**src/rtl/core/occ_pkg.sv**
```systemverilog
// shared types and constants of the order crossing match engine
`default_nettype none
package occ_pkg;

  localparam int unsigned ORDER_SLOTS_DEF = 16;
  localparam int unsigned MAX_SALES       = 32;
  localparam int unsigned SALE_CNT_W      = $clog2(MAX_SALES + 1);
  localparam int unsigned VAL_W           = 32;

  localparam logic [1:0] MODE_ASK = 2'd0;
  localparam logic [1:0] MODE_BID = 2'd1;
  localparam logic [1:0] MODE_RUN = 2'd2;

  localparam logic CFG_PRODUCT = 1'b0;
  localparam logic CFG_TIME    = 1'b1;

  localparam logic KIND_ASK = 1'b0;
  localparam logic KIND_BID = 1'b1;

  typedef enum logic [1:0] {
    S_IDLE,
    S_ASK,
    S_MATCH,
    S_FIN
  } occ_state_e;

  typedef struct packed {
    logic [1:0]       mode;
    logic [7:0]       product_id;
    logic [31:0]      time_id;
    logic [VAL_W-1:0] price;
    logic [VAL_W-1:0] amount;
    logic             sim_user;
  } in_t;

  typedef struct packed {
    logic             sale_valid;
    logic [VAL_W-1:0] sale_price;
    logic [VAL_W-1:0] sale_amount;
    logic             sale_kind;
    logic             sale_sim_user;
    logic             last;
    logic             overflow;
  } out_t;

  // one stored order
  typedef struct packed {
    logic [VAL_W-1:0] price;
    logic [VAL_W-1:0] amount;
    logic             sim;
  } ord_t;

  // operands of the shared compare and subtract unit
  typedef struct packed {
    logic [VAL_W-1:0] ask_price;
    logic [VAL_W-1:0] bid_price;
    logic [VAL_W-1:0] ask_amt;
    logic [VAL_W-1:0] bid_amt;
  } alu_in_t;

  typedef struct packed {
    logic             price_ok;
    logic             b_ge_a;
    logic             b_nz;
    logic [VAL_W-1:0] rem_bid;
    logic [VAL_W-1:0] rem_ask;
  } alu_out_t;

endpackage
`default_nettype wire

```
**src/rtl/core/occ_alu.sv**
```systemverilog
// shared compare and subtract unit used by every matching step
`default_nettype none
module occ_alu (
  input  wire occ_pkg::alu_in_t a_i,
  output occ_pkg::alu_out_t     r_o
);
  import occ_pkg::*;

  logic [VAL_W:0] diff;

  // bid minus ask amount, borrow tells which side is larger
  always_comb begin
    diff           = {1'b0, a_i.bid_amt} - {1'b0, a_i.ask_amt};
    r_o.price_ok   = (a_i.bid_price >= a_i.ask_price);
    r_o.b_ge_a     = !diff[VAL_W];
    r_o.b_nz       = (a_i.bid_amt != '0);
    r_o.rem_bid    = diff[VAL_W-1:0];
    r_o.rem_ask    = VAL_W'(0) - diff[VAL_W-1:0];
  end

endmodule
`default_nettype wire

```
**config.mk**
```make
export PLATFORM = sky130hd
export DESIGN_NAME = occ_alu
export DESIGN_NICKNAME = d
export VERILOG_FILES = /design/src/rtl/core/occ_pkg.sv /design/src/rtl/core/occ_alu.sv
export SDC_FILE = /design/constraint.sdc
export NUM_CORES = 1
export LEC_CHECK = 0
export BUFFER_PORTS_ARGS = -buffer_cell sky130_fd_sc_hd__buf_2
export CAP_MARGIN = 20
export CELL_PAD_IN_SITES_DETAIL_PLACEMENT = 1
export CELL_PAD_IN_SITES_GLOBAL_PLACEMENT = 1
export CORE_MARGIN = 2
export CORE_UTILIZATION = 28
export DETAILED_ROUTE_END_ITERATION = 8
export PLACE_DENSITY = 0.76
export SETUP_SLACK_MARGIN = 0.2
export SLEW_MARGIN = 10
export SYNTH_ARGS = -nofsm -noshare
export SYNTH_HDL_FRONTEND = slang
export SYNTH_SLANG_ARGS = --single-unit
```
**constraint.sdc**
```tcl
create_clock -name vclk -period 3.7
set_input_delay 0.185 -clock vclk [all_inputs]
set_output_delay 0.185 -clock vclk [all_outputs]
set_load 0.03 [all_outputs]
```
**Word-level counts from Yosys, hierarchy flattened**

Cells that the tools add are included.

- Register bits after elaboration: 0
- Input bits: 128
- Logic and storage cells: 5

- $add $sub $neg: 2
- Order comparisons: 1
- Reduce and logical (&&, ||, !) cells: 2

Operator list:

| operator | number |
|---|---|
| $sub A32 B32 Y33 | 1 |
| $ge A32 B32 Y1 | 1 |
| $reduce_bool A32 Y1 | 1 |
| $sub A1 B32 Y32 const A | 1 |
| $logic_not A1 Y1 | 1 |

**Logic depth before layout (Yosys ltp)**

Gate-level depths: netlist of the first run.

- Depth after elaboration: 2
- Depth in mapped cells: 15

**Least setup slack after synthesis of the first run**

Ideal clock, no wire load.

- Kind: input to output
- From: in a_i[0] (netlist bit)
- To: out r_o[20] (netlist bit)
- Data arrival time: 3.908 ns
- Path slack: -0.393 ns
- Cell stages on the path: 13
- Buffers on the path: 1
- Cell sequence: inv_1 ha_1 fa_1 nor2b_1 o2111ai_1 and2_4 o21ai_2 xor2_1 or4_4 or4_4 or3b_1 buf_6 xor2_1

RTL lines:

| element | line | text |
|---|---|---|
| start, declared | occ_alu.sv:4 | `input wire occ_pkg::alu_in_t a_i,` |
| end, declared | occ_alu.sv:5 | `output occ_pkg::alu_out_t r_o` |

==> metrics.md, run 1 <==
| Metric | Value |
|---|---|
| Status | finished with violations |
| Failing checks | setup timing |
| Mux contribution to synthesized area | less than 1% |
| Rows | 40 |
| Share of layout cells above drive strength 1 | 47.4% |
| Initial DRC count | 127 |
| Vias in the first global route | between 5k and 6k |
| Sequential-to-total area share from yosys stat | 0% |
| Crit Path Max Fanout | 3 |
| Commonest cells after routing, fill and taps aside | buf_2 (178), buf_4 (117), inv_1 (70) |
| Synth top area share | between 20% and 30% |
| Crit start category | input port |
| Fmax achieved | 0.260 GHz |
| Worst hold path type | input port to primary output |
| Synth Instances | 500 |
| Period minus WS final | 3.84 ns |
| IO Pins | 195 |
| Measured slew at the worst slew-check pin | 0.517 ns |
| Hold slack | 0.803 ns |
| Final WL | approximately 15000 um |
| Routed WL per cell | 15.9 um |
| CP endpoint kind | primary output |
| RSZ-0062 raised after global routing | yes |
| Int Power | 634 uW |
| HPWL Detailed | 12900 um |
| Hold_buf cts | 0 |
| Final setup fails | 8 |
| Max-slew violations | 0 |
| Die Width | about 110 um |
| Core ar. | 12000 um2 |
| Largest net degree at the start of global routing | 11 |
| WP data required | between 3 and 4 ns |
| Mean post-synth cell area | 6.90 um2 |
| Worst vdd ir | 0.0000759 V |
| PwrDens | 264 nW/um2 |
| Fin nets | 993 |
| Port Buf Inserts | 195 |
| Clkbuf count | 0 |
| Placed Area | 5470 um2 |
| Cell taking the most area after synthesis | ha_1 |
| Via-to-Cell Ratio | 5.11 |
| Total track usage | 20.9% |
| DR vias | about 4.8k |
| TritonRoute pass-1 iters | 4 |
| Starting Density | roughly 29% |
| RD Place Congestion | 0.863 |
| Worst EP arrival | 3.66 ns |
| Largest family of logic cells by synthesized area | simple AND/OR/NAND/NOR gates |
| Leak | ~0.0031 uW |
| Sw Pwr | 916 uW |
| Dpl ws | -0.483 ns |
| Most common cell after layout, fill and taps aside | buf_2 |
| Seq_cells | 0 |
| Area contributors post-synth | ha_1 (24%), xnor2_1 (10%), inv_1 (7.8%) |
| Clock share of power | 0% |
| Max-Cap Viols | 0 |
| Compound-Gate Fraction of Synth Area | between 20 and 30% |
| Synth Area in XOR/XNOR | between 10% and 20% |
| P&R area growth vs syn | 70.1% |
| Initial antenna violation count | 0 |
| Sequential power share | 0% |
| Unique masters post-synth | 59 |
| Total gr overflow | 0 |
| Min setup slack post-route | -0.145 ns |
| Synth Area in Adders | 24.2% |
| Final antenna-violating net count | 0 |
| ANT cells | 0 |
| Die Y | 115 um |
| Kind of critical path | input port to primary output |
| Combinational group share of total power | 100.0% |
| Final instance area | 5870 um2 |
| Netlist Area Pre-Place | 3450 um2 |
| Die ar. | 13200 um2 |
| YS warnings | 0 |
| Syn Nets | 694 |
| Fin crit share | 104% |
| Global-route wire length before repair | 23100 um |
| Fillers | 1538 |
| Sw Ratio | 59.1% |
| DRC | 0 |
| Max-slew headroom | between 60 and 70% |
| FF+latch area | 0 um2 |
| Simple-gate share of the synthesized area | 26.1% |
| Final Hold Viols | 0 |
cells by family (layout without fill, tap and decap cells):
family,after synthesis,in the layout
buffers and inverters,85,382
adder cells (fa/ha/maj),66,66
XOR/XNOR,56,56
AND/OR/NAND/NOR,160,160
AO/OA/AOI/OAI,132,132
multiplexers,1,1
path summary, 6_finish.rpt:
path                  cells past startpoint    start  slack (ns)       to
worst min-delay path                      4  a_i[32]        0.80  r_o[32]
worst max-delay path                     17   a_i[0]       -0.14  r_o[31]
timing repair:
| action | 4_1_cts | 5_1_grt |
|---|---|---|
| gates resized for setup | 43 | 30 |
| endpoints found under the setup margin | 16 | 16 |
| buffers inserted | 6 | 7 |
| pin swaps | 22 | 19 |
synthesized netlist by cell type, types with 5 or more instances:
| cell type | number |
|---|---|
| inv_1 | 72 |
| ha_1 | 65 |
| a21oi_1 | 44 |
| xnor2_1 | 40 |
| nand2_1 | 34 |
| nor2_1 | 32 |
| a21o_1 | 24 |
| o21ai_0 | 21 |
| nor3_1 | 16 |
| xor2_1 | 15 |
| nor4_1 | 14 |
| nand4_1 | 13 |
| clkbuf_1 | 10 |
| nor2b_1 | 9 |
| nand2b_1 | 7 |
| or2_2 | 7 |
| a31oi_1 | 6 |
| nand3_1 | 5 |
| o211ai_1 | 5 |
stage by stage:
stage / setup TNS, ns / util (%) / power [uW] / cells
floorplan: -0.291 / - / 881 / 500
global placement: -2.41 / 45.5 / 1390 / 931
detailed placement: -3.64 / 45.5 / 1440 / 931
CTS: -1.07 / 47.2 / 1510 / 937
global route: -1.98 / 48.8 / 1660 / 944
finish: -0.628 / 48.8 / 1550 / 944
metal layers:
layer,up-vias,wire length [um],part of all wire (%),GRT usage (%)
met5,-,0,0,0
met4,0,287,1.9,4.66
met3,24,601,4.0,1.00
met2,154,8160,54,41.8
met1,2275,5930,40,24.2
li1,2367,-,-,-
final cells by class:
cell class,instances,area [um2],share of cell area (%)
inverter,72,278,4.73
multi-input combinational,415,3460,59.0
tap,147,184,3.13
timing repair buffer,310,1940,33.1
worst max-delay path, stage by stage:
cell	delay, ns
buf_8	0.09
inv_8	0.03
ha_4	0.15
fa_2	0.37
nor2b_4	0.14
o2111ai_2	0.14
buf_4	0.20
a211oi_4	0.25
buf_4	0.17
o211a_1	0.16
nor3_2	0.05
or2_4	0.23
or4_4	0.42
or4_4	0.48
nor4_4	0.28
xnor2_2	0.16
buf_6	0.16
power groups by stage:
stage          clock network [uW]  logic [uW]  registers [uW]
6_report                        0        1550               0
5_1_grt                         0        1660               0
4_1_cts                         0        1510               0
3_5_place_dp                    0        1440               0
3_3_place_gp                    0        1390               0
2_1_floorplan                   0         881               0
(Power assumes the default switching activity.)
==> inputs of run 2 (changes only) <==
--- a/config.mk
+++ b/config.mk
@@ -7,12 +7,10 @@
 export LEC_CHECK = 0
 export BUFFER_PORTS_ARGS = -buffer_cell sky130_fd_sc_hd__buf_2
 export CAP_MARGIN = 20
-export CELL_PAD_IN_SITES_DETAIL_PLACEMENT = 1
-export CELL_PAD_IN_SITES_GLOBAL_PLACEMENT = 1
 export CORE_MARGIN = 2
-export CORE_UTILIZATION = 28
+export CORE_UTILIZATION = 43
 export DETAILED_ROUTE_END_ITERATION = 8
-export PLACE_DENSITY = 0.76
+export PLACE_DENSITY = 0.77
 export SETUP_SLACK_MARGIN = 0.2
 export SLEW_MARGIN = 10
 export SYNTH_ARGS = -nofsm -noshare
==> run 2 against run 1 <==
  * The flow still finishes with violations (setup timing)
  * Die area fell by 34%
  * Fmax barely moved
  * Highest routed layer unchanged
  * Via count fell by 1.2%
  * Utilization rose by 26 points
  * Final cell count fell by 5.4%
  * Power fell by 2.1%
  * Sequential share of layout area did not move
  * Worst setup slack improved by 0.0011 ns
  * Critical path type unchanged
==> metrics.md, run 2 (synthesis gave the netlist of run 1 again) <==
| Metric | Value |
|---|---|
| Fin crit share | 104% |
| Max-Cap Viols | 0 |
| WP data required | between 3 and 4 ns |
| Die Width | 93.6 um |
| Most used cell, CP | or4_4 |
| Hold_buf cts | 0 |
| Max-slew headroom | 54.2% |
| Hold Path Cell Cnt | 4 |
| Min setup slack post-route | -0.144 ns |
| CP endpoint kind | primary output |
| DRC | 0 |
| Combinational group share of total power | 100.0% |
| DR vias | 4760 |
| Final setup fails | 7 |
| Final instance area | 5790 um2 |
| Hold slack | approximately 0.78 ns |
| RD Place Congestion | 0.959 |
| Period minus WS final | 3.84 ns |
| HPWL Detailed | around 10000 um |
| Seq_cells | 0 |
| TritonRoute pass-1 iters | 4 |
| Max-slew violations | 0 |
| Vias in the first global route | 4625 |
| Fmax achieved | 0.260 GHz |
| Worst vdd ir | just over 0.0001 V |
| Initial antenna violation count | 0 |
| Port Buf Inserts | slightly below 200 |
| Global-route wire length before repair | 19400 um |
| P&R area growth vs syn | 68.0% |
| PwrDens | 262 nW/um2 |
| Kind of critical path | input port to primary output |
| Sequential power share | 0% |
| Total track usage | 26.0% |
| Final Hold Viols | 0 |
| Worst EP arrival | between 3 and 4 ns |
| Final WL | between 10000 and 15000 um |
| Clock share of power | 0% |
| Most common cell after layout, fill and taps aside | buf_2 |
| Rows | 32 |
| Clkbuf count | 0 |
| Largest net degree at the start of global routing | 11 |
| Total gr overflow | 0 |
| Die ar. | 8750 um2 |
| Final antenna-violating net count | 0 |
| Failing checks | setup timing |
| Via-to-Cell Ratio | 5.33 |
| FF+latch area | 0 um2 |
| Sw Ratio | 58.7% |
| Leak | roughly 0.0031 uW |
| Status | finished with violations |
| Crit path cell chain | buf_8, inv_8, ha_4, fa_2, nor2b_4, o2111ai_4, and2_4, buf_4, mux2_4, a31oi_4, or4_4, or4_4, or3b_4, nor4_4, xnor2_2, buf_6 |
| Int Power | around 630 uW |
| Crit Path Max Fanout | 6 |
| RSZ-0062 raised after global routing | yes |
| IO Pins | 195 |
| Core ar. | around 8000 um2 |
| ANT cells | 0 |
| Fin nets | 987 |
| Starting Density | 44.4% |
| Hold EP | r_o[0] |
| Largest stage delay, worst path | 0.50 ns |
| Measured slew at the worst slew-check pin | 0.682 ns |
| Initial DRC count | 161 |
| Worst hold path type | input port to primary output |
| CP max stage cell | or4_4 |
| Die Y | around 94 um |
| Hold path start | a_i[32] |
| Routed WL per cell | 14.0 um |
| Commonest cells after routing, fill and taps aside | buf_2 (178), buf_4 (108), inv_1 (71) |
| Placed Area | between 5000 and 6000 um2 |
| Crit start category | input port |
| Sw Pwr | 891 uW |
| Share of layout cells above drive strength 1 | 46.8% |
[run 2: critical path, delay by kind of cell]
kind,cells,cell delay (ns)
compound gates,2,0.23
xor+xnor,1,0.15
fa+ha+maj,2,0.51
buf+inv,4,0.41
mux,1,0.20
simple gates,6,1.99
[run 2: cell type report]
class | count | area [um2]
Timing Repair Buffer | 304 | 1910
Multi-Input combinational cell | 415 | 3480
Fill cell | 561 | 1980
Inverter | 72 | 278
Tap cell | 102 | 128
[run 2: power groups by stage]
| stage | logic, uW | registers, uW | clock network, uW |
|---|---|---|---|
| 2_1_floorplan | 881 | 0 | 0 |
| 3_3_place_gp | 1360 | 0 | 0 |
| 3_5_place_dp | 1390 | 0 | 0 |
| 4_1_cts | 1450 | 0 | 0 |
| 5_1_grt | 1620 | 0 | 0 |
| 6_report | 1520 | 0 | 0 |
[run 2: what timing repair did]
| action | CTS | global route |
|---|---|---|
| setup endpoints to repair | 16 | 16 |
| endpoints found under the hold margin | 0 | 0 |
| gates resized for setup | 45 | 35 |
| pin swaps | 22 | 14 |
| setup buffers | 9 | 7 |
[run 2: metrics by stage]
step | total power [uW] | TNS, ns | setup slack (ns) | utilization [%] | std cells
finish | 1520 | -0.650 | -0.144 | 74.6 | 893
global route | 1620 | -1.91 | -0.253 | 74.6 | 893
CTS | 1450 | -0.798 | -0.138 | 72.0 | 886
detailed placement | 1390 | -3.34 | -0.456 | 68.8 | 877
global placement | 1360 | -2.53 | -0.383 | 68.8 | 877
floorplan | 881 | -0.291 | -0.112 | - | 500
[run 2: routing by layer]
layer  vias to the layer above  global-route usage, %  wire length [um]
li1                       2362                      -                 -
met1                      2192                   30.1              4980
met2                       185                   51.6              6530
met3                        21                   1.85               745
met4                         0                   5.56               248
met5                         -                      0                 0
[run 2: worst max-delay path by stage]
stage,start,to,slack (ns)
2_1_floorplan,a_i[0],r_o[28],-0.11
3_3_place_gp,a_i[0],r_o[28],-0.38
3_5_place_dp,a_i[0],r_o[28],-0.46
4_1_cts,a_i[0],r_o[28],-0.14
5_1_grt,a_i[0],r_o[30],-0.25
6_report,a_i[0],r_o[28],-0.14
