--- src/rtl/core/occ_pkg.sv ---
// shared types and constants of the order crossing match engine
`default_nettype none
package occ_pkg;

  localparam int unsigned ORDER_SLOTS_DEF = 16;
  localparam int unsigned MAX_SALES       = 32;
  localparam int unsigned SALE_CNT_W      = $clog2(MAX_SALES + 1);
  localparam int unsigned VAL_W           = 32;

  localparam logic [1:0] MODE_ASK = 2'd0;
  localparam logic [1:0] MODE_BID = 2'd1;
  localparam logic [1:0] MODE_RUN = 2'd2;

  localparam logic CFG_PRODUCT = 1'b0;
  localparam logic CFG_TIME    = 1'b1;

  localparam logic KIND_ASK = 1'b0;
  localparam logic KIND_BID = 1'b1;

  typedef enum logic [1:0] {
    S_IDLE,
    S_ASK,
    S_MATCH,
    S_FIN
  } occ_state_e;

  typedef struct packed {
    logic [1:0]       mode;
    logic [7:0]       product_id;
    logic [31:0]      time_id;
    logic [VAL_W-1:0] price;
    logic [VAL_W-1:0] amount;
    logic             sim_user;
  } in_t;

  typedef struct packed {
    logic             sale_valid;
    logic [VAL_W-1:0] sale_price;
    logic [VAL_W-1:0] sale_amount;
    logic             sale_kind;
    logic             sale_sim_user;
    logic             last;
    logic             overflow;
  } out_t;

  // one stored order
  typedef struct packed {
    logic [VAL_W-1:0] price;
    logic [VAL_W-1:0] amount;
    logic             sim;
  } ord_t;

  // operands of the shared compare and subtract unit
  typedef struct packed {
    logic [VAL_W-1:0] ask_price;
    logic [VAL_W-1:0] bid_price;
    logic [VAL_W-1:0] ask_amt;
    logic [VAL_W-1:0] bid_amt;
  } alu_in_t;

  typedef struct packed {
    logic             price_ok;
    logic             b_ge_a;
    logic             b_nz;
    logic [VAL_W-1:0] rem_bid;
    logic [VAL_W-1:0] rem_ask;
  } alu_out_t;

endpackage
`default_nettype wire

--- src/rtl/core/occ_seq.sv ---
// matching sequencer with pending sale and output register
`default_nettype none
module occ_seq #(
  parameter int unsigned SLOTS = 16,
  localparam int unsigned CW = $clog2(SLOTS + 1),
  localparam int unsigned IW = $clog2(SLOTS)
) (
  input  wire logic              clk_i,
  input  wire logic              rst_ni,
  input  wire logic              start_i,
  input  wire logic              overflow_i,
  input  wire logic [CW-1:0]     ask_cnt_i,
  input  wire logic [CW-1:0]     bid_cnt_i,
  input  wire occ_pkg::ord_t     ask_i,
  input  wire occ_pkg::ord_t     bid_i,
  input  wire occ_pkg::alu_out_t alu_i,
  output occ_pkg::alu_in_t       alu_o,
  output logic [IW-1:0]          ask_idx_o,
  output logic [IW-1:0]          bid_idx_o,
  output logic                   bid_wr_o,
  output logic [31:0]            bid_amt_o,
  output logic                   clr_o,
  output logic                   idle_o,
  output logic                   out_valid_o,
  input  wire logic              out_ready_i,
  output occ_pkg::out_t          out_data_o
);
  import occ_pkg::*;

  occ_state_e            state_q, state_d;
  logic [CW-1:0]         i_q, i_d, j_q, j_d;
  logic [VAL_W-1:0]      aamt_q, aamt_d;
  logic [SALE_CNT_W-1:0] nsale_q, nsale_d;
  logic                  pend_v_q, pend_v_d, out_v_q, out_v_d;
  out_t                  pend_q, pend_d, out_q, out_d;
  out_t                  sale;
  logic                  out_free;

  assign ask_idx_o   = i_q[IW-1:0];
  assign bid_idx_o   = j_q[IW-1:0];
  assign idle_o      = (state_q == S_IDLE);
  assign out_valid_o = out_v_q;
  assign out_data_o  = out_q;
  assign out_free    = !out_v_q || out_ready_i;

  // operands for the shared unit
  always_comb begin
    alu_o.ask_price = ask_i.price;
    alu_o.bid_price = bid_i.price;
    alu_o.ask_amt   = aamt_q;
    alu_o.bid_amt   = bid_i.amount;
  end

  // sale built from the current pair
  always_comb begin
    sale.sale_valid    = 1'b1;
    sale.sale_price    = ask_i.price;
    sale.sale_amount   = alu_i.b_ge_a ? aamt_q : bid_i.amount;
    sale.sale_kind     = (bid_i.sim && !ask_i.sim) ? KIND_BID : KIND_ASK;
    sale.sale_sim_user = bid_i.sim | ask_i.sim;
    sale.last          = 1'b0;
    sale.overflow      = overflow_i;
  end

  // next state and outputs
  always_comb begin
    state_d   = state_q;
    i_d       = i_q;
    j_d       = j_q;
    aamt_d    = aamt_q;
    nsale_d   = nsale_q;
    pend_v_d  = pend_v_q;
    pend_d    = pend_q;
    out_v_d   = out_v_q && !out_ready_i;
    out_d     = out_q;
    bid_wr_o  = 1'b0;
    bid_amt_o = alu_i.rem_bid;
    clr_o     = 1'b0;
    unique case (state_q)
      S_IDLE: begin
        if (start_i) begin
          i_d     = '0;
          nsale_d = '0;
          state_d = S_ASK;
        end
      end
      S_ASK: begin
        if (i_q >= ask_cnt_i) begin
          state_d = S_FIN;
        end else begin
          aamt_d  = ask_i.amount;
          j_d     = '0;
          state_d = S_MATCH;
        end
      end
      S_MATCH: begin
        if ((j_q >= bid_cnt_i) || !alu_i.price_ok) begin
          // no more bids reach this ask
          i_d     = i_q + CW'(1);
          state_d = S_ASK;
        end else if (alu_i.b_ge_a || alu_i.b_nz) begin
          if (!pend_v_q || out_free) begin
            if (pend_v_q) begin
              out_d   = pend_q;
              out_v_d = 1'b1;
            end
            pend_d   = sale;
            pend_v_d = 1'b1;
            nsale_d  = nsale_q + SALE_CNT_W'(1);
            bid_wr_o = 1'b1;
            if (alu_i.b_ge_a) begin
              bid_amt_o = alu_i.rem_bid;
              i_d       = i_q + CW'(1);
              state_d   = S_ASK;
            end else begin
              bid_amt_o = '0;
              aamt_d    = alu_i.rem_ask;
              j_d       = j_q + CW'(1);
            end
            if (nsale_q + SALE_CNT_W'(1) == SALE_CNT_W'(MAX_SALES)) begin
              state_d = S_FIN;
            end
          end
        end else begin
          // exhausted bid, skip it
          j_d = j_q + CW'(1);
        end
      end
      S_FIN: begin
        if (out_free) begin
          if (pend_v_q) begin
            out_d = pend_q;
          end else begin
            out_d          = '0;
            out_d.overflow = overflow_i;
          end
          out_d.last = 1'b1;
          out_v_d    = 1'b1;
          pend_v_d   = 1'b0;
          clr_o      = 1'b1;
          state_d    = S_IDLE;
        end
      end
      default: state_d = S_IDLE;
    endcase
  end

  // control registers
  always_ff @(posedge clk_i or negedge rst_ni) begin
    if (!rst_ni) begin
      state_q  <= S_IDLE;
      i_q      <= '0;
      j_q      <= '0;
      nsale_q  <= '0;
      pend_v_q <= 1'b0;
      out_v_q  <= 1'b0;
    end else begin
      state_q  <= state_d;
      i_q      <= i_d;
      j_q      <= j_d;
      nsale_q  <= nsale_d;
      pend_v_q <= pend_v_d;
      out_v_q  <= out_v_d;
    end
  end

  // payload registers
  always_ff @(posedge clk_i) begin
    aamt_q <= aamt_d;
    pend_q <= pend_d;
    out_q  <= out_d;
  end

endmodule
`default_nettype wire

--- config.mk ---
export PLATFORM = sky130hd
export DESIGN_NAME = occ_seq
export DESIGN_NICKNAME = d
export VERILOG_FILES = /design/src/rtl/core/occ_pkg.sv /design/src/rtl/core/occ_seq.sv
export SDC_FILE = /design/constraint.sdc
export NUM_CORES = 1
export LEC_CHECK = 0
export ABC_AREA = 1
export ABC_CLOCK_PERIOD_IN_PS = 16200
export BUFFER_PORTS_ARGS = -buffer_cell sky130_fd_sc_hd__buf_4
export CAP_MARGIN = 10
export CORE_AREA = 2 2 179 181
export DETAILED_ROUTE_END_ITERATION = 8
export DIE_AREA = 0 0 181 183
export GPL_TIMING_DRIVEN = 0
export RECOVER_POWER = 25
export SYNTH_ARGS = -nofsm -noshare
export SYNTH_HDL_FRONTEND = slang
export SYNTH_SLANG_ARGS = --single-unit
--- constraint.sdc ---
create_clock -name clk_i -period 16.2 [get_ports clk_i]
set_input_delay 1.62 -clock clk_i [delete_from_list [all_inputs] [get_ports clk_i]]
set_output_delay 1.62 -clock clk_i [all_outputs]
set_load 0.02 [all_outputs]
# Yosys cells after proc, flatten, opt, wreduce, memory -nomap -nowiden

Cells that the tools add are included.

$add $sub $neg: 3
$lt $le $gt $ge: 2
Equal/unequal tests: 18
Muxes and demuxes: 63
Bitwise operators: 2
Reductions and logical operators: 23

Operators with widths:

| cell                | count |
|---|---|
| $mux 69             | 6 |
| $mux 32             | 11 |
| $pmux 69 s2         | 1 |
| $pmux 32 s2         | 1 |
| $mux 5              | 10 |
| $reduce_and 5->1    | 5 |
| $mux 6              | 4 |
| $pmux 5 s2          | 2 |
| $mux 1              | 17 |
| $ne 2x2->1 const B  | 8 |
| $ne 3x3->1 const B  | 5 |
| $mux 2              | 7 |
| $pmux 6 s2          | 1 |
| $reduce_and 6->1    | 2 |
| $add 5x1->5 const B | 2 |
| $ge 5x5->1          | 2 |
| $pmux 2 s4          | 1 |
| $add 6x1->6 const B | 1 |
| $eq 6x6->1 const B  | 1 |
| $reduce_bool 2->1   | 3 |
| $logic_not 1->1     | 5 |
| $eq 2x2->1 const B  | 2 |
| $logic_or 1x1->1    | 4 |
| $ne 4x4->1 const B  | 1 |
| 7 further kinds     | 9 |

Register bits after elaboration: 188
Input bits: 212
Output and inout bits: 241

# Depth between registers and ports, before layout

Gate-level depths: netlist of the first run.

Word-level depth: 7
Depth in mapped cells: 12
Mapped depth without buffers: 12

# Worst setup path before layout of the first run

Ideal clock, no wire load.

Kind: input port to flip-flop
Start: in bid_cnt_i[4]
End: reg out_q (netlist bit out_data_o[0]), enable pin
Setup time: 519 ps
Data arrival time: 6,004 ps
Slack: 9,677 ps
Stages: 9
Path buffers: 0
Path through: inv_1 -> ha_1 -> nand2_1 -> inv_1 -> nor2_1 -> nand3_2 -> nand2_2 -> o21ai_0 -> a21oi_1

Longest elaborated chain between the ends: 4

RTL lines:

| what                              | RTL line       | text |
|---|---|---|
| start, declared                   | occ_seq.sv:13  | `input wire logic [CW-1:0] bid_cnt_i,` |
| $ge 5x5->1                        | occ_seq.sv:97  | `if ((j_q >= bid_cnt_i) \|\| !alu_i.price_ok) begin` |
| $logic_or 1x1->1                  | occ_seq.sv:97  |  |
| $ne 2x2->1 (no source line)       | -              |  |
| $reduce_and 6->1 (no source line) | -              |  |
| end signal, assigned              | occ_seq.sv:171 | `out_q <= out_d;` |
| end, declared                     | occ_seq.sv:35  | `out_t pend_q, pend_d, out_q, out_d;` |

No other way between the ends.
A chain may end at the register's enable or synchronous reset.

# Worst setup path in the final report of the first run

Start: in alu_i[65] (netlist bit)
End: out bid_amt_o[11]

Longest elaborated chain between the ends: 5
Elaborated cells on any way between the ends: 6

RTL lines:

| what            | RTL line       | text |
|---|---|---|
| start, declared | occ_seq.sv:16  | `input wire occ_pkg::alu_out_t alu_i,` |
| $mux 32         | occ_seq.sv:111 | `if (alu_i.b_ge_a) begin` |
| $mux 32         | occ_seq.sv:102 | `if (!pend_v_q \|\| out_free) begin` |
| $mux 32 (*)     | occ_seq.sv:101 | `end else if (alu_i.b_ge_a \|\| alu_i.b_nz) begin` |
| $mux 32 (*)     | occ_seq.sv:97  |  |
| $mux 32 (*)     | occ_seq.sv:79  | `unique case (state_q)` |
| end, declared   | occ_seq.sv:21  | `output logic [31:0] bid_amt_o,` |

Every way passes the cells marked *; elsewhere a longest branch is shown, timed or not.

==> impl_metrics.ini, run 1 <==
[synthesis]
synth_fp_nets = 1144
synth_area_sq_um = 9000
synth.distinct_cells = 32
syn_area_per_cell_sq_um = 9.79
ys_ff_latch = 188
synthCells = 919
ys_seq_area_frac = 0.616
ys_warn_count = 0

[detailed_routing]
wl_um = 26000
drt_iter0_drc = 353
antenna_left = 0
wl_per_cell_um = 14.6
drc = 0
viasPerCell = 3.99
routed-via-count = 7093
drt_first_pass_iters = 4

[place]
hpwlAfterDp_um = 20700
placed_area_sq_um = 12800
gp_congestion = 0.820
port_buffers = 419
numPlacedInstances = 1745

[die]
die_width_um = 181
core_sq_um = 31200
io_pins = 453
initial_utilization = 0.288
die_h_um = 183
row_count = 65
dieArea_sq_um = 33100

[final_layout]
num-fill-cells = 3085
final_cell_area_sq_um = 13300
syn_to_final_growth_pct = 47.8
antenna_cells = 0
drive_gt1_frac = 0.405
fin_nets = 1587
final_core_util = 0.426
stdcell_count = 1777

[run]
drv_cap = 0

[global_route]
grt-ovfl-total = 0
grt_pass1_wl_um = 38900
grt_max_degree = 71
grt_antenna_before_repair = 0
grt_pass1_vias = 6947
grt_usage = 0.153

[sta]
tightest_slew_ns = 1.18
slew-limit-headroom = 0.211
finalHoldViolations = 0
fin_tns_setup_ns = 0
drv_slew = 0
rsz0062_at_grt = false
setup_viol = 0
period_needed_ns = 5.03
fin_crit_sh = 0.310
skew_ns = 0.0152
fmax_mhz = 199

[hold_path]
hp-class = flop to flop

[cts]
cts_tree = yes
clk_latency_ns = 0.43
path_clk_slew_ns = 0.07
cts_buffer_depth = 2
post_cts.repair.setup_buffers = 0
htreeDepth = 4
clkSinkCount = 188
ctsHoldBuffers = 0
cts_resized = 0
root_buffer = clkbuf_16
cts-buffers-inserted = 17

[setup_path]
crit_fanout = 10
path_class = input pin to output port
cp.required_ns = 14.58
reg2reg_slack_ns = 13.29
startpoint_type = input pin
end_kind = output port
crit_arrival_ns = 3.41

[power_and_ir_drop]
cellLeakagePower_nw = 6.53
irDropWorstVdd_v = 0.0000751
p_per_area_nw_per_um2 = 142

[outcome]
outcome = complete, no violations
==> area by class of cell <==
cell class                      instances  area [sq um]  share of cell area
Sequential cell                       188          5550               0.417
Timing Repair Buffer                  424          3170               0.239
Multi-Input combinational cell        472          2080               0.156
Buffer                                129           886              0.0666
Tap cell                              402           503              0.0378
Inverter                              130           490              0.0369
Clock buffer                           17           425              0.0320
Clock inverter                         15           193              0.0145
==> power by group <==
group	internal, mW	switching [mW]	total [mW]	leakage [nW]
Clock	0.212	0.220	0.432	0.298
Sequential	0.701	0.0549	0.756	1.82
Combinational	0.270	0.434	0.703	4.41
Total	1.18	0.708	1.89	6.53
==> synthesized netlist by cell type <==
| cell type | count | area [sq um] |
|---|---|---|
| nor2_8 | 1 | 20.0 |
| buf_4 | 107 | 803 |
| nor2_2 | 4 | 25.0 |
| buf_6 | 1 | 11.3 |
| inv_1 | 128 | 480 |
| clkbuf_1 | 17 | 63.8 |
| o21ai_1 | 1 | 5.00 |
| ha_1 | 13 | 163 |
| nor2_1 | 125 | 469 |
| nand2_4 | 1 | 11.3 |
| nand3b_1 | 2 | 15.0 |
| dfrtp_1 | 20 | 500 |
| xnor2_1 | 2 | 17.5 |
| nor3_1 | 1 | 5.00 |
| nand3b_4 | 1 | 20.0 |
| inv_2 | 2 | 7.51 |
| xor2_1 | 4 | 35.0 |
| nand3_2 | 2 | 20.0 |
| or2_1 | 1 | 6.26 |
| a21oi_1 | 7 | 35.0 |
| buf_2 | 4 | 20.0 |
| nand2_1 | 276 | 1040 |
| nor2_4 | 1 | 11.3 |
| edfxtp_1 | 168 | 5040 |
| nor3_2 | 1 | 10.0 |
| and2_1 | 1 | 6.26 |
| nand2_2 | 4 | 25.0 |
| nand4_1 | 3 | 18.8 |
| o21ai_2 | 1 | 8.76 |
| nand3_1 | 13 | 65.1 |
| or2_2 | 1 | 6.26 |
| o21ai_0 | 6 | 30.0 |
==> through the flow <==
step | power (mW) | hold WS (ns) | setup slack (ns)
floorplan | 1.14 | 0.455 | 9.68
global placement | 1.46 | 0.471 | 7.75
detailed placement | 1.49 | 0.475 | 11.26
CTS | 1.93 | 0.492 | 11.25
global route | 1.99 | 0.512 | 11.05
finish | 1.89 | 0.497 | 11.17
==> worst max-delay path: stages <==
cell and delay [ns]:
clkbuf_1 0.29, inv_1 0.46, nand2_1 0.21, nor3_2 0.35, buf_4 0.24, nor2_1 0.07
buf_4 0.15
==> metal layers <==
layer	routed length [um]	vias up	GRT usage	share of wire
met4	245	0	0.0345	0.0094
met3	1190	14	0.0268	0.046
met1	11200	3242	0.198	0.43
met5	0	-	0	0
met2	13300	199	0.267	0.51
li1	-	3638	-	-
==> worst paths after layout <==
path,start,to,cells past startpoint
setup / recovery,alu_i[65],bid_amt_o[11],7
hold / removal,nsale_q[5],nsale_q[5],2
setup reg to reg,state_q[0],out_data_o[50],9
hold reg to reg,nsale_q[5],nsale_q[5],2
max in group asynchronous,rst_ni,nsale_q[2],1
min in group asynchronous,rst_ni,j_q[0],1
==> state kept, by name (all words and copies together) (netlist names) <==
name and flops:
pend_v_q 1, out_data_o 69, nsale_q 6, j_q 5, aamt_q 32, out_valid_o 1
state_q 2, pend_q 67, i_q 5
==> cells by family after synthesis <==
kind of cell | share of synthesized area
AOI/OAI and AO/OA | 0.00876
and+or+nand+nor | 0.197
buffers and inverters | 0.154
xor gates and xnor gates | 0.00584
adders and majority gates | 0.0181
DFF | 0.616
==> layout by cell type (no fill, tap or decap), types with 2 or more instances in the layout <==
cell,n
nor2_2,4
dfrtp_1,20
nand4_1,3
nand3b_1,2
inv_12,2
nor2_1,124
clkinv_8,6
buf_4,491
clkbuf_4,10
clkinv_4,3
xor2_1,4
nand3_1,13
buf_12,2
clkbuf_1,47
inv_8,2
edfxtp_1,168
ha_1,13
clkbuf_16,17
nor2_4,2
nand3_2,2
o21ai_0,6
xnor2_1,2
nand2_1,277
nand2_2,4
inv_1,129
a21oi_1,6
buf_16,3
No activity file was read; power rests on OpenSTA's default activity.
==> run 2, diff against run 1 <==
ABC_AREA = 0   (was 1)
ABC_CLOCK_PERIOD_IN_PS = 5200   (was 16200)
CORE_AREA = 2 2 175 177   (was 2 2 179 181)
DIE_AREA = 0 0 177 179   (was 0 0 181 183)
clock period = 5.2 ns   (was 16.2 ns; I/O delays follow)
==> run 2 against run 1 <==
Effect of this change: largest cell class unchanged; critical endpoint is now out_data_o[51]; core utilization about the same; die area is 4.3% lower; sequential share of layout area grew 1.7 points.
==> impl_metrics.ini, run 2 <==
[detailed_routing]
antenna_left = 0
routed-via-count = 6462
drt_first_pass_iters = 4
drc = 0
wl_per_cell_um = 15.7
wl_um = 24300
drt_iter0_drc = 225
viasPerCell = 4.17

[cts]
cts-buffers-inserted = 17
cts_resized = 0
root_buffer = clkbuf_16
htreeDepth = 4
path_clk_slew_ns = 0.09
clk_latency_ns = 0.44
cts_tree = yes
clkSinkCount = 188
cts_buffer_depth = 2

[global_route]
grt_antenna_before_repair = 0
met2_usage = 0.269
grt_pass1_wl_um = 35300
grt_max_degree = 73
grt_pass1_vias = 6467
busiest_layer = met2
met1_usage = 0.177
grt_usage = 0.148
grt-ovfl-total = 0
grt_util_met3 = 0.0295

[setup_path]
path_class = flop to flop
r2r-end = out_data_o[51]
end_kind = flop
r2r_start = j_q[2]
cp.required_ns = 5.31
critPathBufInv = 2
rr_worst_depth = 8
crit_slowest_cell = a21o_4
crit_arrival_ns = 3.52
crit_fanout = 72
crit_cells = 8
cp_slowest_stage_delay_ns = 0.50
worstPathCellList = ha_1 -> a21oi_2 -> o21ai_4 -> a211oi_4 -> and2_1 -> buf_6 -> a21o_4 -> buf_12
reg2reg_slack_ns = 1.80
path_delay_family = compound AO/OA/AOI/OAI gates
startpoint_type = flop

[run]
drv_cap = 0

[power_and_ir_drop]
cellLeakagePower_nw = 5.52
p_per_area_nw_per_um2 = 481
irDropWorstVdd_v = 0.000212
total_power_mw = 6.15

[synthesis]
ys_seq_area_frac = 0.623
ys_top_cells_by_area = edfxtp_1 (57%), buf_4 (8.8%), and2_1 (7.3%)
synth.distinct_cells = 52
synthFlopType = edfxtp_1
synth_top_area_frac = 0.567
synth_common_cells = edfxtp_1 (168), nand2_1 (105), and2_1 (104), buf_4 (104), mux2_2 (34)
yosys.area.top_type = edfxtp_1
synth_fp_nets = 924
synth_edf_count = 168
syn_area_per_cell_sq_um = 12.7
ys_warn_count = 0
synthArstFlopShare = 0.106
synth_area_sq_um = 8900
yosysMostFrequentCell = edfxtp_1
ys_ff_latch = 188
synthCells = 699

[outcome]
outcome = complete, no violations

[final_layout]
final_cell_area_sq_um = 12800
drive_gt1_frac = 0.436
mostFrequentLayoutCells = buf_4 (391), edfxtp_1 (168), clkbuf_1 (130)
largest_reg_flops = 69
syn_to_final_growth_pct = 43.6
antenna_cells = 0
fin_nets = 1366
layout_commonest_cell = buf_4

[hold_path]
worst_hold_path.num_cells = 1
min_from = ask_i[45]
hp-class = input pin to flop
worst_hold_path.endpoint = pend_q[48]

[die]
core_sq_um = 30000
io_pins = 453
row_count = 64
dieArea_sq_um = 31700
initial_utilization = 0.296
die_h_um = 179
die_width_um = 177

[sta]
drv_slew = 0
period_needed_ns = 3.40
fin_crit_sh = 0.655
setup_ws_ns = 1.80
rsz0062_at_grt = false
fmax_mhz = 294
skew_ns = 0.0121
tightest_slew_ns = 1.18
setup_viol = 0
slew-limit-headroom = 0.211
hold_ws_ns = 0.290
finalHoldViolations = 0

[place]
port_buffers = 420
gp_congestion = 0.785
placed_area_sq_um = 12600
hpwlAfterDp_um = 18900
place_ws_ns = 1.49
## run 2: logic make-up (layout without fill, tap and decap cells)
group / Yosys count / in the layout / synth area share
multiplexers: 35 / 35 / 0.0442
buffers and inverters: 147 / 602 / 0.112
AO/OA/AOI/OAI: 54 / 54 / 0.0482
flip-flops: 188 / 188 / 0.623
XOR/XNOR: 1 / 1 / 0.000985
adder cells (fa/ha/maj): 13 / 13 / 0.0183
AND/OR/NAND/NOR: 261 / 261 / 0.153
## run 2: timing repair
item,in CTS,in global routing
hold buffers,1,0
setup buffers,0,0
endpoints found under the setup margin,0,0
endpoints found under the hold margin,20,0
## run 2: worst max path at each step
stage                     slack, ns             end         start
after floorplan                1.17   out_data_o[0]  bid_cnt_i[4]
after global placement         -0.1  out_data_o[44]  bid_cnt_i[2]
after detailed placement       1.49  out_data_o[40]  bid_cnt_i[2]
after CTS                      1.66  out_data_o[51]        j_q[2]
after global routing           1.47  out_data_o[51]        j_q[2]
final                          1.80  out_data_o[51]        j_q[2]
## run 2: per-layer routing
layer,share of wire,vias up
met2,0.52,247
met5,0,-
met3,0.062,16
met4,0.010,0
li1,-,3198
met1,0.40,3001
## run 2: where the power goes
group          total [mW]  internal (mW)  switching (mW)  leakage (nW)
clock                1.34          0.659           0.683         0.297
combinational        2.38          0.960            1.42          3.40
sequential           2.42           2.26           0.162          1.83
total                6.15           3.88            2.27          5.52
## run 2: area by class of cell
cell class	instances	area, sq um
plain buffers	132	925
clock buffers	17	425
clock inverters	15	183
fillers	2954	17300
inverters	15	56.3
multi-input cells	364	2360
flip-flops and latches	188	5550
well taps	396	495
repair buffers	423	2780
## run 2: per-stage QoR
stage	cells	TNS (ns)	utilization
floorplan	699	0	-
global placement	1515	-6.12	0.418
detailed placement	1517	0	0.420
CTS	1550	0	0.440
global route	1550	0	0.425
finish	1550	0	0.425
==> run 3, diff against run 2 <==
ABC_CLOCK_PERIOD_IN_PS = 3100   (was 5200)
CORE_AREA = 2 2 177 179   (was 2 2 175 177)
DIE_AREA = 0 0 179 181   (was 0 0 177 179)
clock period = 3.1 ns   (was 5.2 ns; I/O delays follow)
==> run 3 against run 2 <==
Effect of this change: power up 69%; final cell count up 0.13%; die area up 2.3%; global-route usage up 0.20 points; count of clock-buffer cells in the layout unchanged; combinational power up 71%; clock power up 67%; via count up 0.17%; highest routed layer unchanged; largest cell class unchanged.
==> impl_metrics.ini, run 3 (synthesis results as in run 2) <==
[outcome]
outcome = complete, no violations

[place]
numPlacedInstances = 1516
gp_congestion = 0.801
place_ws_ns = -0.544
hpwlAfterDp_um = 19000
placed_area_sq_um = 12600
port_buffers = 420

[sta]
fmax_mhz = 347
drv_slew = 0
setup_viol = 0
rsz0062_at_grt = false
tightest_slew_ns = 1.14
slew-limit-headroom = 0.239
fin_crit_sh = 0.928
skew_ns = 0.0143
period_needed_ns = 2.88
finalHoldViolations = 0
setup_ws_ns = 0.222

[die]
row_count = 64
core_sq_um = 30300
die_h_um = 181
initial_utilization = 0.293
die_width_um = 179
dieArea_sq_um = 32400
io_pins = 453

[detailed_routing]
drt_first_pass_iters = 4
viasPerCell = 4.17
routed-via-count = 6473
drc = 0
antenna_left = 0
wl_per_cell_um = 16.3
wl_um = 25200
drt_iter0_drc = 275

[setup_path]
rr_worst_depth = 8
r2r_start = j_q[0]
crit_arrival_ns = 2.97
reg2reg_slack_ns = 0.22
path_class = flop to flop
cp.required_ns = 3.20
r2r-end = out_data_o[19]
startpoint_type = flop
crit_fanout = 75
end_kind = flop

[global_route]
grt_usage = 0.150
grt_pass1_vias = 6309
grt_max_degree = 75
grt_pass1_wl_um = 36400
grt-ovfl-total = 0
grt_antenna_before_repair = 1

[final_layout]
num-fill-cells = 2962
final_cell_area_sq_um = 12800
stdcell_count = 1552
largest_reg_flops = 69
seqCellArea_sq_um = 5550
multi_input_area_sq_um = 2420
layout_commonest_cell = buf_4
drive_gt1_frac = 0.437
syn_to_final_growth_pct = 43.9
fin_nets = 1368
antenna_cells = 0
mostFrequentLayoutCells = buf_4 (391), edfxtp_1 (168), clkbuf_1 (133)

[cts]
path_clk_slew_ns = 0.08
clk_latency_ns = 0.42
root_buffer = clkbuf_16
cts_tree = yes
clkSinkCount = 188
htreeDepth = 4
post_cts.repair.setup_buffers = 0
cts_buffer_depth = 2
cts-buffers-inserted = 17

[power_and_ir_drop]
total_power_mw = 10.4
p_per_area_nw_per_um2 = 813
irDropWorstVdd_v = 0.000330
cellLeakagePower_nw = 5.53

[hold_path]
worst_hold_path.num_cells = 1
worst_hold_path.endpoint = pend_q[40]
min_from = ask_i[37]
hp-class = input pin to flop

[run]
drv_cap = 0
==> run 3: layout make-up <==
class / instances / area share
clock buffers: 17 / 0.0332
multi-input cells: 367 / 0.189
inverters: 15 / 0.00440
repair buffers: 422 / 0.214
clock inverters: 15 / 0.0143
flip-flops and latches: 188 / 0.433
plain buffers: 132 / 0.0738
well taps: 396 / 0.0387
==> run 3: worst max-delay path, cell delays in order (launching register included) <==
cell	delay (ns)
dfrtp_1	0.45
inv_1	0.07
ha_1	0.30
nor2b_4	0.14
o21ai_4	0.12
a211oi_4	0.48
and2_4	0.25
buf_16	0.31
a21o_4	0.36
==> run 3: where the power goes <==
group          internal [mW]  switching [mW]
clock network           1.11            1.14
registers               3.79           0.295
logic                   1.63            2.45
total                   6.52            3.89
==> run 3: stage by stage <==
stage | setup TNS, ns | util | hold slack, ns
6_report | 0 | 0.422 | 0.0936
5_1_grt | 0 | 0.422 | 0.0621
4_1_cts | 0 | 0.437 | 0.0444
3_5_place_dp | -37.14 | 0.415 | 0.217
3_3_place_gp | -44.61 | 0.414 | 0.220
2_1_floorplan | 0 | - | 0.0144
==> run 3: how the worst max path moves through the flow <==
| stage | from | endpoint | slack (ns) | cells past startpoint |
|---|---|---|---|---|
| detailed placement | j_q[2] | out_data_o[46] | -0.54 | 7 |
| floorplan | j_q[2] | out_data_o[0] | 0.17 | 7 |
| CTS | j_q[0] | out_data_o[63] | 0.0004 | 8 |
| finish | j_q[0] | out_data_o[19] | 0.22 | 8 |
| global route | j_q[0] | out_data_o[19] | 0.05 | 8 |
| global placement | j_q[2] | out_data_o[46] | -0.50 | 7 |
==> run 3: timing repair <==
action,4_1_cts,5_1_grt
pin swaps,1,0
hold endpoints to repair,20,0
hold buffers,1,0
resized for setup,7,8
setup endpoints to repair,69,65
cloned,2,1
==> run 3: routing by layer <==
| layer | GRT usage | vias up | wire length (um) |
|---|---|---|---|
| met1 | 0.177 | 2999 | 10200 |
| li1 | - | 3206 | - |
| met3 | 0.0330 | 9 | 1700 |
| met5 | 0 | - | 0 |
| met4 | 0.0293 | 0 | 197 |
| met2 | 0.275 | 259 | 13200 |
